$ cat config.mk
export PLATFORM = sky130hd
export DESIGN_NAME = packet_reorder_buffer
export DESIGN_NICKNAME = d
export VERILOG_FILES = /design/src/rtl/core/prb_pkg.sv /design/src/rtl/core/prb_slot_mem.sv /design/src/rtl/core/prb_out_reg.sv /design/src/rtl/core/prb_ctrl.sv /design/src/rtl/core/packet_reorder_buffer.sv
export SDC_FILE = /design/constraint.sdc
export NUM_CORES = 1
export LEC_CHECK = 0
export ABC_AREA = 1
export BUFFER_PORTS_ARGS = -buffer_cell sky130_fd_sc_hd__buf_4
export CAP_MARGIN = 30
export CORE_ASPECT_RATIO = 0.8
export CORE_MARGIN = 2
export CORE_UTILIZATION = 45
export CTS_CLUSTER_SIZE = 25
export DETAILED_ROUTE_END_ITERATION = 10
export PLACE_DENSITY_LB_ADDON = 0.15
export SETUP_SLACK_MARGIN = 0.02
export SLEW_MARGIN = 25
export SYNTH_ARGS = -nofsm -noshare
export SYNTH_HDL_FRONTEND = slang
export SYNTH_SLANG_ARGS = --single-unit
$ cat constraint.sdc
create_clock -name i_clk -period 9 [get_ports i_clk]
set_input_delay 1.8 -clock i_clk [delete_from_list [all_inputs] [get_ports i_clk]]
set_output_delay 1.8 -clock i_clk [all_outputs]
set_load 0.02 [all_outputs]
$ cat src/rtl/core/prb_pkg.sv
package prb_pkg;

    localparam int OFF_W  = 32;
    localparam int SIZE_W = 11;
    localparam int TAG_W  = 32;

    // stream packing: offset, size, tag from bit 0 up, zero pad to bytes
    localparam int FIELDS_W = OFF_W + SIZE_W + TAG_W;
    localparam int TDATA_W  = ((FIELDS_W + 7) / 8) * 8;
    localparam int PAD_W    = TDATA_W - FIELDS_W;
    localparam int TUSER_W  = 4;

    // buffered packets drained per request at most
    localparam int MAX_DRAIN = 8;
    localparam int DRAIN_W   = $clog2(MAX_DRAIN + 1);

    typedef enum logic [1:0] {
        KIND_DELIVER = 2'd0,
        KIND_ACK     = 2'd1,
        KIND_REJECT  = 2'd2
    } t_kind;

    typedef enum logic [2:0] {
        ST_IDLE,
        ST_DELIVER,
        ST_SCAN,
        ST_HIT,
        ST_MISS,
        ST_ACK,
        ST_REJECT
    } t_state;

    typedef enum logic {
        SCAN_DRAIN,
        SCAN_LOOKUP
    } t_scan_mode;

    typedef struct packed {
        logic [TAG_W-1:0]  tag;
        logic [SIZE_W-1:0] size;
        logic [OFF_W-1:0]  offset;
    } t_entry;

    typedef struct packed {
        t_entry entry;
        logic   fin;
    } t_pkt;

    typedef struct packed {
        t_kind             kind;
        logic [OFF_W-1:0]  offset;
        logic [SIZE_W-1:0] size;
        logic [TAG_W-1:0]  tag;
        logic              fin;
        logic              done;
        logic              last;
    } t_result;

endpackage

$ cat src/rtl/core/prb_slot_mem.sv
module prb_slot_mem #(
    parameter int SLOTS = 8,
    parameter int IW    = (SLOTS > 1) ? $clog2(SLOTS) : 1
) (
    input  logic            i_clk,
    input  logic            i_we,
    input  logic [IW-1:0]   i_waddr,
    input  prb_pkg::t_entry i_wdata,
    input  logic [IW-1:0]   i_raddr,
    output prb_pkg::t_entry o_rdata
);

    prb_pkg::t_entry r_mem [SLOTS];
    prb_pkg::t_entry r_rdata;

    always_ff @(posedge i_clk) begin
        if (i_we) begin
            r_mem[i_waddr] <= i_wdata;
        end
        r_rdata <= r_mem[i_raddr];
    end

    assign o_rdata = r_rdata;

endmodule

$ cat src/rtl/core/prb_out_reg.sv
module prb_out_reg (
    input  logic             i_clk,
    input  logic             i_rst_n,
    input  logic             i_load,
    input  prb_pkg::t_result i_res,
    output logic             o_free,
    output logic             o_valid,
    input  logic             i_ready,
    output prb_pkg::t_result o_res
);

    logic             r_valid;
    prb_pkg::t_result r_res;

    always_ff @(posedge i_clk) begin
        if (!i_rst_n) begin
            r_valid <= 1'b0;
        end else if (i_load) begin
            r_valid <= 1'b1;
        end else if (i_ready) begin
            r_valid <= 1'b0;
        end
    end

    always_ff @(posedge i_clk) begin
        if (i_load) begin
            r_res <= i_res;
        end
    end

    // slot can take a new result when empty or being drained this cycle
    assign o_free  = !r_valid || i_ready;
    assign o_valid = r_valid;
    assign o_res   = r_res;

endmodule

$ cat src/rtl/core/prb_ctrl.sv
module prb_ctrl #(
    parameter int SLOTS = 8,
    parameter int IW    = (SLOTS > 1) ? $clog2(SLOTS) : 1,
    parameter int OW    = $clog2(SLOTS + 1)
) (
    input  logic             i_clk,
    input  logic             i_rst_n,
    input  logic             i_in_valid,
    output logic             o_in_ready,
    input  prb_pkg::t_pkt    i_pkt,
    output logic             o_res_load,
    output prb_pkg::t_result o_res,
    input  logic             i_out_free,
    output logic             o_mem_we,
    output logic [IW-1:0]    o_mem_waddr,
    output prb_pkg::t_entry  o_mem_wdata,
    output logic [IW-1:0]    o_mem_raddr,
    input  prb_pkg::t_entry  i_mem_rdata
);

    localparam logic [IW-1:0] LAST_IDX = IW'(SLOTS - 1);

    prb_pkg::t_state     r_state, n_state;
    prb_pkg::t_scan_mode r_mode, n_mode;

    logic [prb_pkg::OFF_W-1:0]   r_exp, n_exp;
    logic [prb_pkg::OFF_W-1:0]   r_fin_off, n_fin_off;
    logic                        r_fin_known, n_fin_known;
    logic [SLOTS-1:0]            r_valid, n_valid;
    logic [OW-1:0]               r_occ, n_occ;
    logic                        r_done, n_done;
    logic [prb_pkg::DRAIN_W-1:0] r_cnt, n_cnt;

    // scan pipeline: read issue stage and compare stage
    logic [IW-1:0] r_rd_idx, n_rd_idx;
    logic          r_rd_more, n_rd_more;
    logic          r_cmp_vld, n_cmp_vld;
    logic [IW-1:0] r_cmp_idx, n_cmp_idx;
    logic          r_free_found, n_free_found;
    logic [IW-1:0] r_free_idx, n_free_idx;

    prb_pkg::t_pkt   r_in;
    prb_pkg::t_entry r_hit;
    logic [IW-1:0]   r_hit_idx;

    logic [prb_pkg::OFF_W-1:0] key;
    logic                      cmp_hit;
    logic                      cmp_last;
    logic                      hit_fin;
    logic                      in_fin;

    assign key      = (r_mode == prb_pkg::SCAN_DRAIN) ? r_exp : r_in.entry.offset;
    assign cmp_hit  = r_cmp_vld && r_valid[r_cmp_idx] && (i_mem_rdata.offset == key);
    assign cmp_last = (r_cmp_idx == LAST_IDX);
    assign hit_fin  = r_fin_known && (r_hit.offset == r_fin_off);
    assign in_fin   = r_fin_known && (r_in.entry.offset == r_fin_off);

    assign o_mem_raddr = r_rd_idx;

    always_ff @(posedge i_clk) begin
        if (!i_rst_n) begin
            r_state <= prb_pkg::ST_IDLE;
        end else begin
            r_state <= n_state;
        end
    end

    always_ff @(posedge i_clk) begin
        if (!i_rst_n) begin
            r_mode       <= prb_pkg::SCAN_DRAIN;
            r_exp        <= '0;
            r_fin_off    <= '0;
            r_fin_known  <= 1'b0;
            r_valid      <= '0;
            r_occ        <= '0;
            r_done       <= 1'b0;
            r_cnt        <= '0;
            r_rd_idx     <= '0;
            r_rd_more    <= 1'b0;
            r_cmp_vld    <= 1'b0;
            r_cmp_idx    <= '0;
            r_free_found <= 1'b0;
            r_free_idx   <= '0;
        end else begin
            r_mode       <= n_mode;
            r_exp        <= n_exp;
            r_fin_off    <= n_fin_off;
            r_fin_known  <= n_fin_known;
            r_valid      <= n_valid;
            r_occ        <= n_occ;
            r_done       <= n_done;
            r_cnt        <= n_cnt;
            r_rd_idx     <= n_rd_idx;
            r_rd_more    <= n_rd_more;
            r_cmp_vld    <= n_cmp_vld;
            r_cmp_idx    <= n_cmp_idx;
            r_free_found <= n_free_found;
            r_free_idx   <= n_free_idx;
        end
    end

    always_ff @(posedge i_clk) begin
        if (r_state == prb_pkg::ST_IDLE && i_in_valid) begin
            r_in <= i_pkt;
        end
        if (r_state == prb_pkg::ST_SCAN && cmp_hit) begin
            r_hit     <= i_mem_rdata;
            r_hit_idx <= r_cmp_idx;
        end
    end

    always_comb begin
        n_state      = r_state;
        n_mode       = r_mode;
        n_exp        = r_exp;
        n_fin_off    = r_fin_off;
        n_fin_known  = r_fin_known;
        n_valid      = r_valid;
        n_occ        = r_occ;
        n_done       = r_done;
        n_cnt        = r_cnt;
        n_rd_idx     = r_rd_idx;
        n_rd_more    = r_rd_more;
        n_cmp_vld    = 1'b0;
        n_cmp_idx    = r_cmp_idx;
        n_free_found = r_free_found;
        n_free_idx   = r_free_idx;
        o_in_ready   = 1'b0;
        o_res_load   = 1'b0;
        o_res        = '0;
        o_mem_we     = 1'b0;
        o_mem_waddr  = r_free_idx;
        o_mem_wdata  = r_in.entry;

        case (r_state)
            prb_pkg::ST_IDLE: begin
                o_in_ready = 1'b1;
                if (i_in_valid) begin
                    n_done = 1'b0;
                    if (i_pkt.fin) begin
                        n_fin_off   = i_pkt.entry.offset;
                        n_fin_known = 1'b1;
                    end
                    if (i_pkt.entry.offset == r_exp) begin
                        n_state = prb_pkg::ST_DELIVER;
                    end else begin
                        n_mode       = prb_pkg::SCAN_LOOKUP;
                        n_rd_idx     = '0;
                        n_rd_more    = 1'b1;
                        n_free_found = 1'b0;
                        n_state      = prb_pkg::ST_SCAN;
                    end
                end
            end

            prb_pkg::ST_DELIVER: begin
                if (i_out_free) begin
                    o_res_load    = 1'b1;
                    o_res.kind    = prb_pkg::KIND_DELIVER;
                    o_res.offset  = r_in.entry.offset;
                    o_res.size    = r_in.entry.size;
                    o_res.tag     = r_in.entry.tag;
                    o_res.fin     = in_fin;
                    o_res.done    = in_fin;
                    n_done        = in_fin;
                    n_exp         = r_exp + prb_pkg::OFF_W'(r_in.entry.size);
                    n_cnt         = '0;
                    n_mode        = prb_pkg::SCAN_DRAIN;
                    n_rd_idx      = '0;
                    n_rd_more     = 1'b1;
                    n_state       = prb_pkg::ST_SCAN;
                end
            end

            prb_pkg::ST_SCAN: begin
                // issue the next read while comparing the previous one
                n_cmp_vld = r_rd_more;
                n_cmp_idx = r_rd_idx;
                n_rd_more = r_rd_more && (r_rd_idx != LAST_IDX);
                n_rd_idx  = (r_rd_idx == LAST_IDX) ? '0 : r_rd_idx + IW'(1);
                if (r_cmp_vld && !r_valid[r_cmp_idx] && !r_free_found) begin
                    n_free_found = 1'b1;
                    n_free_idx   = r_cmp_idx;
                end
                if (cmp_hit) begin
                    n_cmp_vld = 1'b0;
                    n_rd_more = 1'b0;
                    n_state   = (r_mode == prb_pkg::SCAN_DRAIN) ? prb_pkg::ST_HIT
                                                                 : prb_pkg::ST_ACK;
                end else if (r_cmp_vld && cmp_last) begin
                    n_state = (r_mode == prb_pkg::SCAN_DRAIN) ? prb_pkg::ST_ACK
                                                                 : prb_pkg::ST_MISS;
                end
            end

            prb_pkg::ST_HIT: begin
                if (i_out_free) begin
                    o_res_load           = 1'b1;
                    o_res.kind           = prb_pkg::KIND_DELIVER;
                    o_res.offset         = r_hit.offset;
                    o_res.size           = r_hit.size;
                    o_res.tag            = r_hit.tag;
                    o_res.fin            = hit_fin;
                    o_res.done           = r_done || hit_fin;
                    n_done               = r_done || hit_fin;
                    n_exp                = r_exp + prb_pkg::OFF_W'(r_hit.size);
                    n_valid[r_hit_idx]   = 1'b0;
                    n_occ                = r_occ - OW'(1);
                    n_cnt                = r_cnt + prb_pkg::DRAIN_W'(1);
                    if (r_cnt == prb_pkg::DRAIN_W'(prb_pkg::MAX_DRAIN - 1)) begin
                        n_state = prb_pkg::ST_ACK;
                    end else begin
                        n_rd_idx  = '0;
                        n_rd_more = 1'b1;
                        n_state   = prb_pkg::ST_SCAN;
                    end
                end
            end

            prb_pkg::ST_MISS: begin
                if (r_in.entry.offset > r_exp) begin
                    if (r_occ == OW'(SLOTS) || !r_free_found) begin
                        n_state = prb_pkg::ST_REJECT;
                    end else begin
                        o_mem_we            = 1'b1;
                        n_valid[r_free_idx] = 1'b1;
                        n_occ               = r_occ + OW'(1);
                        n_state             = prb_pkg::ST_ACK;
                    end
                end else begin
                    n_state = prb_pkg::ST_ACK;
                end
            end

            prb_pkg::ST_ACK: begin
                if (i_out_free) begin
                    o_res_load   = 1'b1;
                    o_res.kind   = prb_pkg::KIND_ACK;
                    o_res.offset = r_in.entry.offset;
                    o_res.fin    = r_in.fin;
                    o_res.done   = r_done;
                    o_res.last   = 1'b1;
                    n_state      = prb_pkg::ST_IDLE;
                end
            end

            prb_pkg::ST_REJECT: begin
                if (i_out_free) begin
                    o_res_load   = 1'b1;
                    o_res.kind   = prb_pkg::KIND_REJECT;
                    o_res.offset = r_in.entry.offset;
                    o_res.last   = 1'b1;
                    n_state      = prb_pkg::ST_IDLE;
                end
            end

            default: begin
                n_state = prb_pkg::ST_IDLE;
            end
        endcase
    end

endmodule

$ cat src/rtl/core/packet_reorder_buffer.sv
// Receiver reorder buffer for a selective-repeat transfer keyed by byte offset.
// Slave stream: one request per arriving packet (offset, size, tag in tdata;
// tlast = final chunk). Master stream: results (offset, size, tag in tdata;
// tuser = kind, final mark, done; tlast = last result of the request).
// A packet at the expected offset is delivered, then stored packets that
// continue the offset are drained in order (at most eight), then one ack.
// Other packets are looked up and stored in the lowest free slot, acked if
// stale or duplicate, or rejected when all slots are taken.
// One request at a time. Every table search sweeps the slot memory
// through its single read port; each drained packet starts a new sweep.
// Reset clears the expected offset, final mark, slot valid bits and
// occupancy; slot contents are not cleared and no sweep is needed.
// When the receiver stalls, the single output register holds its result and
// the sequencer waits; o_s_tready is high only between requests.
module packet_reorder_buffer #(
    parameter int SLOTS = 8
) (
    input  logic                        i_clk,
    input  logic                        i_rst_n,
    input  logic                        i_s_tvalid,
    output logic                        o_s_tready,
    // [31:0] seq_offset, [42:32] pkt_len, [74:43] payload_tag, zero pad
    input  logic [prb_pkg::TDATA_W-1:0] i_s_tdata,
    input  logic                        i_s_tlast,   // is_final
    output logic                        o_m_tvalid,
    input  logic                        i_m_tready,
    // [31:0] out_offset, [42:32] out_size, [74:43] out_tag, zero pad
    output logic [prb_pkg::TDATA_W-1:0] o_m_tdata,
    // [1:0] result_kind, [2] out_final, [3] all_done
    output logic [prb_pkg::TUSER_W-1:0] o_m_tuser,
    output logic                        o_m_tlast    // end_of_run
);

    localparam int IW = (SLOTS > 1) ? $clog2(SLOTS) : 1;

    localparam int SIZE_LO = prb_pkg::OFF_W;
    localparam int TAG_LO  = prb_pkg::OFF_W + prb_pkg::SIZE_W;

    prb_pkg::t_pkt    pkt;
    prb_pkg::t_result res_in;
    prb_pkg::t_result res_out;
    logic             res_load;
    logic             out_free;

    logic            mem_we;
    logic [IW-1:0]   mem_waddr;
    prb_pkg::t_entry mem_wdata;
    logic [IW-1:0]   mem_raddr;
    prb_pkg::t_entry mem_rdata;

    assign pkt.entry.offset = i_s_tdata[prb_pkg::OFF_W-1:0];
    assign pkt.entry.size   = i_s_tdata[SIZE_LO +: prb_pkg::SIZE_W];
    assign pkt.entry.tag    = i_s_tdata[TAG_LO +: prb_pkg::TAG_W];
    assign pkt.fin          = i_s_tlast;

    prb_ctrl #(
        .SLOTS (SLOTS)
    ) u_ctrl (
        .i_clk       (i_clk),
        .i_rst_n     (i_rst_n),
        .i_in_valid  (i_s_tvalid),
        .o_in_ready  (o_s_tready),
        .i_pkt       (pkt),
        .o_res_load  (res_load),
        .o_res       (res_in),
        .i_out_free  (out_free),
        .o_mem_we    (mem_we),
        .o_mem_waddr (mem_waddr),
        .o_mem_wdata (mem_wdata),
        .o_mem_raddr (mem_raddr),
        .i_mem_rdata (mem_rdata)
    );

    prb_slot_mem #(
        .SLOTS (SLOTS)
    ) u_slot_mem (
        .i_clk   (i_clk),
        .i_we    (mem_we),
        .i_waddr (mem_waddr),
        .i_wdata (mem_wdata),
        .i_raddr (mem_raddr),
        .o_rdata (mem_rdata)
    );

    prb_out_reg u_out_reg (
        .i_clk   (i_clk),
        .i_rst_n (i_rst_n),
        .i_load  (res_load),
        .i_res   (res_in),
        .o_free  (out_free),
        .o_valid (o_m_tvalid),
        .i_ready (i_m_tready),
        .o_res   (res_out)
    );

    assign o_m_tdata = {{prb_pkg::PAD_W{1'b0}}, res_out.tag, res_out.size, res_out.offset};
    assign o_m_tuser = {res_out.done, res_out.fin, res_out.kind};
    assign o_m_tlast = res_out.last;

endmodule
==> flow_metrics.env <==
export IMPL_synth_top_family_by_area="simple AND/OR/NAND/NOR gates"
export IMPL_final_cell_area_um2=46400
export IMPL_power_density_nw_per_um2=268
export IMPL_nets=3762
export IMPL_grt_antenna_before_repair=2
export IMPL_reg2reg_slack_ns=4.52
export IMPL_start_util_pct=45.4
export IMPL_synthTopCellsByArea="edfxtp_1 62%, dfxtp_1 8.6%, nor2_1 5.8%"
export IMPL_grt_pass1_vias=25060
export IMPL_cts_hold_buffers=0
export IMPL_postPlaceCellArea_um2=42900
export IMPL_post_route_period_util_pct=49.7
export IMPL_place_gp_congestion=0.961
export IMPL_grt_max_degree=131
export IMPL_total_leakage_power_nw=16.4
export IMPL_yosysUniqueCellTypes=45
export IMPL_cp_required_ns=9.28
export IMPL_synth_edf_count=834
export IMPL_crit_path_frequent_cell="nand2_1"
export IMPL_crit_buf_inv=4
export IMPL_num_io_pins=172
export IMPL_drc=0
export IMPL_pre_cts_slack_ns=4.60
export IMPL_cap_violations=0
export IMPL_h_tree_depth=3
export IMPL_finClkSkew_ns=0.0324
export IMPL_ant_nets=0
export IMPL_ys_warn_count=0
export IMPL_setup_slack_ns=4.52
export IMPL_status="complete, no violations"
export IMPL_synth_top_area_share_pct=61.8
export IMPL_core_area_um2=89300
export IMPL_hold_start="u_slot_mem.o_rdata[43]"
export IMPL_netlist_top_cells_count="834 x edfxtp_1, 627 x nor2_1, 413 x o21ai_0"
export IMPL_vias=27200
export IMPL_tns_ns=0
export IMPL_cts_root_buffer="clkbuf_16"
export IMPL_cts_buffers=99
export IMPL_clock_fmax_ghz=0.223
export IMPL_die_area_um2=92500
export IMPL_slew_violations=0
export IMPL_r2r_start="u_ctrl.o_mem_wdata[0]"
export IMPL_cp_slowest_cell="edfxtp_1"
export IMPL_yosys_mux_area_fraction_pct=0
export IMPL_final_core_utilization_pct=51.9
export IMPL_drt_iter0_drc=2694
export IMPL_synthAdderAreaFrac_pct=1.58
export IMPL_setup_viol=0
export IMPL_synth_most_common_cell="edfxtp_1"
export IMPL_total_power_mw=12.4
export IMPL_area_growth_pct=14.4
export IMPL_yosys_area_top_type="edfxtp_1"
export IMPL_post_cts_setup_buffer_count=0
export IMPL_synth_main_ff_cell="edfxtp_1"
export IMPL_worst_pin_slew_ns=0.981
export IMPL_dr_pass1_iters=6
export IMPL_switching_share_pct=29.6
export IMPL_power_switching_mw=3.68
export IMPL_cpLargestDelayFamily="buffers and inverters"
export IMPL_p_comb_share_pct=16.8
export IMPL_clockPowerShare_pct=34.1
export IMPL_cp_end_kind="register"
export IMPL_rows=98
export IMPL_layout_min_cycle_time_ns=4.48
export IMPL_grt_pass1_wl_um=163000
export IMPL_portBuffers=161
export IMPL_routed_wl_um=110000
export IMPL_yosysSeqAreaShare_pct=70.4
export IMPL_seq_power_share_pct=49.1
export IMPL_path_class="register to register"
export IMPL_netlist_area_um2=40500
export IMPL_die_h_um=272
export IMPL_grt_overflow=0
export IMPL_clkLatencyLatePin_ns=0.68
export IMPL_vdd_drop_max_mv=0.149
export IMPL_worstRegToRegCells=17
export IMPL_reg2reg_to="u_slot_mem.r_mem[1][2]"
export IMPL_syn_inst=3496
export IMPL_cpPeakStageDelay_ns=0.77
export IMPL_holdPathStages=0
export IMPL_cts_resized=0
export IMPL_rsz0062_at_grt="false"
export IMPL_postSynth_asyncResetShare_pct=0
export IMPL_avgRoutedWirePerCell_um=22.4
export IMPL_cts_tree="yes"
export IMPL_ys_seq_elements=1008
export IMPL_p_int_mw=8.76
export IMPL_start_kind="register"
export IMPL_drive_gt1_share_pct=11.2
export IMPL_hold_viol_final=0
export IMPL_synth_compound_area_share_pct=11.2
export IMPL_relSlewSlack_pct=34.6
export IMPL_fillers=7910
export IMPL_crit_start="u_ctrl.o_mem_wdata[0]"
export IMPL_grt_usage_pct=23.4
export IMPL_cp_cell_sequence="inv_1 -> ha_1 -> inv_1 -> nand2_1 -> nand2_1 -> nand2_1 -> nand2_1 -> nand2_1 -> nand2_1 -> nand2_1 -> nand2_1 -> nand2_1 -> nand2_1 -> nand3_2 -> nor4_2 -> buf_4 -> buf_4"
export IMPL_cts_sinks=1008
export IMPL_whs_endpoint="u_ctrl.r_hit[43]"
export IMPL_crit_fanout=46
export IMPL_critPathArrivalTime_ns=4.75
export IMPL_synth_xor_area_share_pct=1.12
export IMPL_yosys_area_share_simple_pct=12.0
export IMPL_die_w_um=340
export IMPL_syn_area_per_cell_um2=11.6
export IMPL_dp_hpwl_um=65300
export IMPL_clockBufferDepth=3
export IMPL_vias_per_cell=5.54
export IMPL_path_clk_slew_ns=0.07
export IMPL_hp_class="register to register"
[stage by stage]
stage,instances,hold slack [ns]
after CTS,4905,0.403
after floorplan,3500,0.386
after detailed placement,4723,0.389
final,4910,0.399
after global placement,4722,0.386
after global routing,4908,0.410
[power by group through the flow]
stage               combinational, mW  sequential [mW]  clock [mW]
finish                           2.10             6.11        4.24
floorplan                        1.36             6.04           0
global route                     2.32             6.16        4.52
detailed placement               2.06             6.21           0
global placement                 2.05             6.20           0
CTS                              2.07             6.11        4.32
[cells by family after synthesis]
logic type	after synthesis
XOR/XNOR	52
AND/OR/NAND/NOR	1201
AO/OA/AOI/OAI	796
adder cells (fa/ha/maj)	50
buffers and inverters	388
flip-flops	1008
other	1
[worst max path at each step]
stage | end | slack [ns] | cells past startpoint
final | u_slot_mem.r_mem[1][2] | 4.52 | 17
after global routing | u_slot_mem.r_mem[1][2] | 4.28 | 17
after CTS | u_slot_mem.r_mem[1][19] | 4.55 | 11
after detailed placement | u_slot_mem.r_mem[1][18] | 4.60 | 11
after global placement | u_slot_mem.r_mem[2][18] | 4.62 | 11
after floorplan | u_slot_mem.r_mem[4][0] | -0.42 | 9
[cells in the final DEF, fill, tap and decap left out, types with 32 or more instances in the layout]
cell type / count
o22ai_1: 100
o21ai_0: 413
buf_4: 199
a21oi_1: 120
nor2_1: 623
dfxtp_1: 172
nor3_1: 33
inv_1: 198
a31oi_1: 77
xnor2_1: 35
nand3_1: 90
a32o_1: 32
clkbuf_16: 102
ha_1: 48
nand2_1: 386
edfxtp_1: 834
[registers in the layout (all words and copies together), names as in the netlist]
| name | count |
|---|---|
| u_slot_mem.o_rdata | 75 |
| u_ctrl.r_state | 3 |
| u_ctrl.o_mem_waddr | 3 |
| u_ctrl.r_valid | 8 |
| u_ctrl.o_mem_wdata | 75 |
| u_out_reg.o_valid | 1 |
| u_ctrl.r_in | 1 |
| u_out_reg.o_res | 80 |
| u_ctrl.o_mem_raddr | 3 |
| u_ctrl.r_fin_off | 32 |
| u_slot_mem.r_mem | 600 |
| u_ctrl.r_cnt | 4 |
| u_ctrl.r_cmp_vld | 1 |
| u_ctrl.r_hit_idx | 3 |
| u_ctrl.r_done | 1 |
| u_ctrl.r_exp | 32 |
| u_ctrl.r_rd_more | 1 |
| u_ctrl.r_occ | 4 |
| u_ctrl.r_free_found | 1 |
| u_ctrl.r_mode | 1 |
| u_ctrl.r_hit | 75 |
| u_ctrl.r_fin_known | 1 |
| u_ctrl.r_cmp_idx | 3 |
[routing by layer]
| layer | vias to the layer above | track usage, % | wire, um |
|---|---|---|---|
| met5 | - | 0 | 0 |
| met4 | 0 | 6.15 | 2460 |
| met3 | 156 | 4.49 | 8720 |
| met2 | 978 | 35.3 | 48900 |
| met1 | 13369 | 34.9 | 50000 |
| li1 | 12697 | - | - |
[cell type report]
cell class                 count  area (um^2)  area share [%]
tap                         1200         1500            3.24
antenna                        2         5.00          0.0108
clock buffer                 136         2850            6.15
clock inverter                46          497            1.07
sequential                  1008        28500            61.6
timing repair buffer         203         1590            3.43
multi-input combinational   2104        10600            22.8
inverter                     211          815            1.76
[worst reg2reg max path: stages (launching register included)]
cell,delay [ns]
edfxtp_1,0.77
inv_1,0.36
ha_1,0.29
inv_1,0.05
nand2_1,0.04
nand2_1,0.05
nand2_1,0.05
nand2_1,0.05
nand2_1,0.05
nand2_1,0.05
nand2_1,0.05
nand2_1,0.07
nand2_1,0.07
nand2_1,0.19
nand3_2,0.30
nor4_2,0.23
buf_4,0.54
buf_4,0.78
No activity file was read; power rests on OpenSTA's default activity.
